**src/rtl/core/cabd_fifo.sv**
```systemverilog
// Small synchronous queue used on the input and result sides.
// No package dependencies.
`default_nettype none
module cabd_fifo #(
    parameter int WIDTH = 8,
    parameter int DEPTH = 2
) (
    input  wire logic             i_clk,
    input  wire logic             i_rst_n,
    input  wire logic             i_push,
    input  wire logic [WIDTH-1:0] i_data,
    output logic                  o_full,
    input  wire logic             i_pop,
    output logic [WIDTH-1:0]      o_data,
    output logic                  o_empty
);
    localparam int PW = (DEPTH > 1) ? $clog2(DEPTH) : 1;

    logic [WIDTH-1:0] r_mem [DEPTH];
    logic [PW-1:0]    r_wr, r_rd;
    logic [PW:0]      r_cnt;
    logic             do_push, do_pop;

    assign o_full  = (r_cnt == (PW+1)'(DEPTH));
    assign o_empty = (r_cnt == '0);
    assign do_push = i_push && !o_full;
    assign do_pop  = i_pop && !o_empty;
    assign o_data  = r_mem[r_rd];

    always_ff @(posedge i_clk) begin
        if (do_push) begin
            r_mem[r_wr] <= i_data;
        end
        if (!i_rst_n) begin
            r_wr  <= '0;
            r_rd  <= '0;
            r_cnt <= '0;
        end else begin
            if (do_push) begin
                r_wr <= (r_wr == PW'(DEPTH-1)) ? '0 : r_wr + 1'b1;
            end
            if (do_pop) begin
                r_rd <= (r_rd == PW'(DEPTH-1)) ? '0 : r_rd + 1'b1;
            end
            r_cnt <= r_cnt + (PW+1)'(do_push) - (PW+1)'(do_pop);
        end
    end
endmodule
`default_nettype wire

```
**config.mk**
```make
export PLATFORM = sky130hd
export DESIGN_NAME = cabd_fifo
export DESIGN_NICKNAME = d
export VERILOG_FILES = /design/src/rtl/core/cabd_fifo.sv
export SDC_FILE = /design/constraint.sdc
export NUM_CORES = 1
export LEC_CHECK = 0
export BUFFER_PORTS_ARGS = -buffer_cell sky130_fd_sc_hd__buf_2
export CORE_MARGIN = 2
export CORE_UTILIZATION = 49
export DETAILED_ROUTE_END_ITERATION = 8
export PLACE_DENSITY = 0.79
export SYNTH_ARGS = -nofsm -noshare
export SYNTH_HDL_FRONTEND = slang
export SYNTH_SLANG_ARGS = --single-unit
```
**constraint.sdc**
```tcl
create_clock -name i_clk -period 2.3 [get_ports i_clk]
set_clock_uncertainty 0.2 [all_clocks]
set_input_delay 0.345 -clock i_clk [delete_from_list [all_inputs] [get_ports i_clk]]
set_output_delay 0.345 -clock i_clk [all_outputs]
set_load 0.05 [all_outputs]
```
==> metrics.txt, run 1 <==
Synth Register Bits=21; share of cells above drive strength 1=46.8%; fin crit share=85.7%; worst rel slew slack=75.7%; Hold Worst Slack=0.0300 ns; PD cells=1290 nW/um^2; status=finished clean; post-route setup TNS=0 ns; routed wire length=1130 um; Mapped Area=812 um^2; Max rail drop VDD=0.674 mV; Via density=5.00; Site Rows=14; Cells after DPL=89; hold_buf cts=0; clk_lat worst skew=0.29 ns; largest net degree at the start of global routing=13; Fmax=507 MHz; antenna viol nets, final=0; Layout Nets=92; PostCTS Resize Cnt=0; clk slew on worst S/H paths=0.11 ns; Final Hold Vio Count=0; total CTS buffers=3; crit path cell chain=mux2_2 > buf_2; die extent in x=44.7 um; RSZ-0062 raised after global routing=false; Tightest Hold Check Type=input port to flop; DIE HEIGHT=44.7 um; distinct cell type count after synthesis=17; Yosys warnings=0; Ant. Diodes=0; CP max FO=8; register area share after synthesis=71.5%; total core area=1520 um^2; worst endpoint required time=1.75 ns; DR iter-0 viols=6; DP Wirelength=856 um; PortBufs=21; DR DRC count=0; CTS HTree Levels=1; Crit-path slowest cell=dfxtp_1; CP Launch Type=flop; GR Overflow Total=0; Cell Count, Final, Fillers Out=93; final count of pins violating max slew=0; Mean Syn Cell Area=15.6 um^2; initial antenna violation count=0; clk root buf=clkbuf_4; Worst-Margin Slew=0.365 ns; Post-Synthesis Cells=52; final total power=1.25 mW; routability cong.=0.693; CTS tree=done; global-route usage over all layers=13.2%; Avg WL per Cell=12.2 um; post-route minimum period=1.97 ns; Setup CP Type=flop to primary output; WP data arrival=1.43 ns; die area=2000 um^2; Initial DRT Pass Iterations=2; vias in the first global route=421; Layout area overhead=19.1%; slowest stage delay, CP=0.54 ns; Clock Sink Count=21; first-pass GRT wire length=1770 um; Finished Core Util=63.5%; max cap viols=0; postcts setup bufs=0; Leak=0.414 nW; Ports=22; syn_nets=66; Via Count=465; Setup crit end kind=primary output; Initial Utilization=53.3%; Max Buffers Root-to-Sink=2; Setup violations, final=0
cell usage after synthesis, drive strengths merged:
cell    count  share of area [%]
nor2        5                2.3
mux2i       1                1.2
xor2        1                1.1
mux2        8                 11
xnor2       1                1.1
buf         1               0.62
nand2b      2                1.5
inv         3                1.4
o21a        1                1.1
and3        1               0.77
ha          2                3.1
nor3        1               0.62
nand2       2               0.92
edfxtp     16                 59
and2        2                1.7
dfxtp       5                 12
cell type report:
| type | instances | area (um^2) |
|---|---|---|
| inverter | 3 | 11.3 |
| clock inverter | 1 | 5.00 |
| tap | 16 | 20.0 |
| sequential | 21 | 581 |
| clock buffer | 3 | 22.5 |
| multi-input combinational | 27 | 215 |
| timing repair buffer | 22 | 113 |
| fill | 133 | 557 |
power breakdown:
| part | switching, mW | internal, mW | total [mW] |
|---|---|---|---|
| combinational | 0.363 | 0.168 | 0.531 |
| clock | 0.105 | 0.0647 | 0.170 |
| sequential | 0.0505 | 0.495 | 0.546 |
worst max-delay path: cells and delay by family (launching register included):
family,cells,cell delay [ns]
flops,1,0.54
buf+inv,1,0.21
mux,1,0.38
final timing paths:
path | to | from | cells past startpoint | slack, ns
min | r_mem[1][5] | i_data[5] | 1 | 0.03
max reg2reg | r_cnt[1] | r_cnt[0] | 8 | 0.42
min reg2reg | r_wr | r_wr | 2 | 0.30
max | o_data[1] | flop | 2 | 0.33
stage by stage:
| step | worst slack, ns | cell area (um^2) |
|---|---|---|
| 3_5_place_dp | 0.440 | 940 |
| 2_1_floorplan | 0.560 | 812 |
| 4_1_cts | 0.290 | 967 |
| 5_1_grt | 0.234 | 967 |
| 6_report | 0.329 | 967 |
| 3_3_place_gp | 0.489 | 940 |
registers in the layout (all words and copies together), names as in the netlist, named ones only:
| name | flops |
|---|---|
| r_wr | 1 |
| r_mem | 16 |
| r_rd | 1 |
| r_cnt | 2 |
cells by family (layout without fill, tap and decap cells):
group           count (synthesis)  after routing  synth area share, %
compound gates                  1              1                 1.08
xor+xnor                        2              2                 2.16
fa+ha+maj                       2              2                 3.08
buf+inv                         4             29                 2.00
flops                          21             21                 71.5
mux                             9              9                 12.3
simple gates                   13             13                 7.86
metal layers:
layer	global-route usage, %	wire, um	part of all wire (%)
met1	14.2	461	41
met5	0	0	0
met4	9.09	14	1.2
met2	22.0	592	52
met3	4.00	63	5.6
cells in the final DEF (no fill, tap or decap), drive strengths merged:
master / Yosys / routed
clkbuf: 0 / 3
edfxtp: 16 / 16
ha: 2 / 2
xor2: 1 / 1
nand2: 2 / 2
and3: 1 / 1
buf: 1 / 22
nand2b: 2 / 2
inv: 3 / 3
o21a: 1 / 1
mux2: 8 / 8
xnor2: 1 / 1
clkinv: 0 / 1
and2: 2 / 2
nor2: 5 / 5
nor3: 1 / 1
dfxtp: 5 / 5
mux2i: 1 / 1
Power figures use the tool's default switching activity.
==> inputs of run 2 (changes only) <==
- CAP_MARGIN: not set -> 40
- PLACE_DENSITY: 0.79 -> 0.78
==> metrics.txt, run 2 (synthesized netlist as in run 1, its figures left out) <==
placed instance area=940 um^2 (unchanged); die area=2000 um^2 (unchanged); total core area=1520 um^2 (unchanged); vias in the first global route=435 (+3.3%); Worst-Margin Slew=0.398 ns (+0.0326 ns); Initial DRT Pass Iterations=4 (+2); Via density=4.78 (-4.3%); Tightest Hold Check Type=input port to flop; Max Buffers Root-to-Sink=2 (unchanged); Ports=22 (unchanged); Setup crit end kind=primary output; PD cells=1290 nW/um^2 (+0.16%); R2R setup slack=0.46 ns (+0.04 ns); leading cell type in the layout, fill and taps excluded=buf_2; commonest non-fill, non-tap cells in the layout=buf_2 (21), edfxtp_1 (16), mux2_2 (8); Via Count=445 (-4.3%); Setup violations, final=0 (unchanged); Fmax=512 MHz (+0.82%); PortBufs=21 (unchanged); DR iter-0 viols=15 (+9); Max rail drop VDD=0.711 mV (+5.5%); CTS tree=done; clk root buf=clkbuf_4; largest delay contributor family on the critical path=flip-flops; Reg area=581 um^2 (unchanged); Filler cells=125 (-6.0%); CTS HTree Levels=1 (unchanged); critical path buffer and inverter count=1 (unchanged); Ant. Diodes=0 (unchanged); initial antenna violation count=0 (unchanged); post-route minimum period=1.95 ns (-0.0161 ns); Final Hold Vio Count=0 (unchanged); worst rel slew slack=73.5% (-2.2 points); Layout area overhead=19.0%; slowest stage delay, CP=0.53 ns (about the same); Site Rows=14 (unchanged); fin area=966 um^2 (-0.13%); Multi-input gate area=215 um^2 (unchanged); DP Wirelength=809 um (-5.5%); routed wire length=1120 um (-0.80%); Layout Nets=92 (unchanged); status=finished clean; DR DRC count=0 (unchanged); DIE HEIGHT=44.7 um (unchanged); Cells after DPL=89 (unchanged); worst endpoint required time=1.75 ns (about the same); GR Overflow Total=0 (unchanged); Initial Utilization=53.3% (unchanged); CP Launch Type=flop; share of cells above drive strength 1=45.5% (-1.3 points); final count of pins violating max slew=0 (unchanged); WP data arrival=1.41 ns (-0.02 ns); top flop regs=r_mem (16), r_cnt (2); clk slew on worst S/H paths=0.10 ns (about the same); postcts setup bufs=0 (unchanged); RSZ-0062 raised after global routing=false; clk_lat worst skew=0.29 ns (about the same); Avg WL per Cell=12.1 um (-0.80%); Cell Count, Final, Fillers Out=93 (unchanged); Clock Sink Count=21 (unchanged); hold_buf cts=0 (unchanged); total CTS buffers=3 (unchanged); crit path cell chain=mux2_2 > buf_2; fin crit share=85.0% (-0.70 points); first-pass GRT wire length=1840 um (+4.3%); post-route setup TNS=0 ns (unchanged); max cap viols=0 (unchanged); max FFs per register=16 (unchanged); antenna viol nets, final=0 (unchanged); Setup CP Type=flop to primary output; Crit-path slowest cell=dfxtp_1; global-route usage over all layers=13.8% (+0.58 points); register bank with the most flops=r_mem; PostCTS Resize Cnt=0 (unchanged); routability cong.=0.702 (+1.3%); largest net degree at the start of global routing=12 (-1); Hold Worst Slack=0.0320 ns (+0.00204 ns); die extent in x=44.7 um (unchanged); CP max FO=8 (unchanged); Leak=0.411 nW (-0.66%)
run 2: cell types whose count changed in the layout (fill, tap and decap cells not counted):
cell / change
clkinv_2: -1
clkbuf_1: +1
run 2: path summary, 6_finish.rpt:
kind	endpoint	start	depth (start not counted)
hold / removal	r_mem[1][6]	i_data[6]	1
hold reg to reg	r_wr	r_wr	2
setup reg to reg	r_cnt[1]	r_cnt[0]	8
setup / recovery	o_data[2]	flop	2
run 2: cell type report:
cell class | instances | area share [%]
Clock buffer | 4 | 2.72
Inverter | 3 | 1.17
Multi-Input combinational cell | 27 | 22.3
Sequential cell | 21 | 60.1
Tap cell | 16 | 2.07
Timing Repair Buffer | 22 | 11.7
run 2: report_power, final:
part	internal, mW	total (mW)	switching [mW]
registers	0.495	0.544	0.0494
clock network	0.0675	0.170	0.102
logic	0.168	0.533	0.365
total	0.730	1.25	0.517
run 2: through the flow:
stage          setup WS (ns)  total power [mW]  util [%]
2_1_floorplan          0.560             0.982         -
3_3_place_gp           0.527              1.08      61.7
3_5_place_dp           0.460              1.09      61.7
4_1_cts                0.304              1.26      63.4
5_1_grt                0.249              1.32      63.4
6_report               0.345              1.25      63.4
run 2: routing by layer:
metal / up-vias / global-route usage [%] / wire length, um
met5: - / 0 / 0
met1: 195 / 16.9 / 512
li1: 235 / - / -
met3: 0 / 4.80 / 56
met4: 0 / 9.09 / 0
met2: 15 / 20.6 / 553
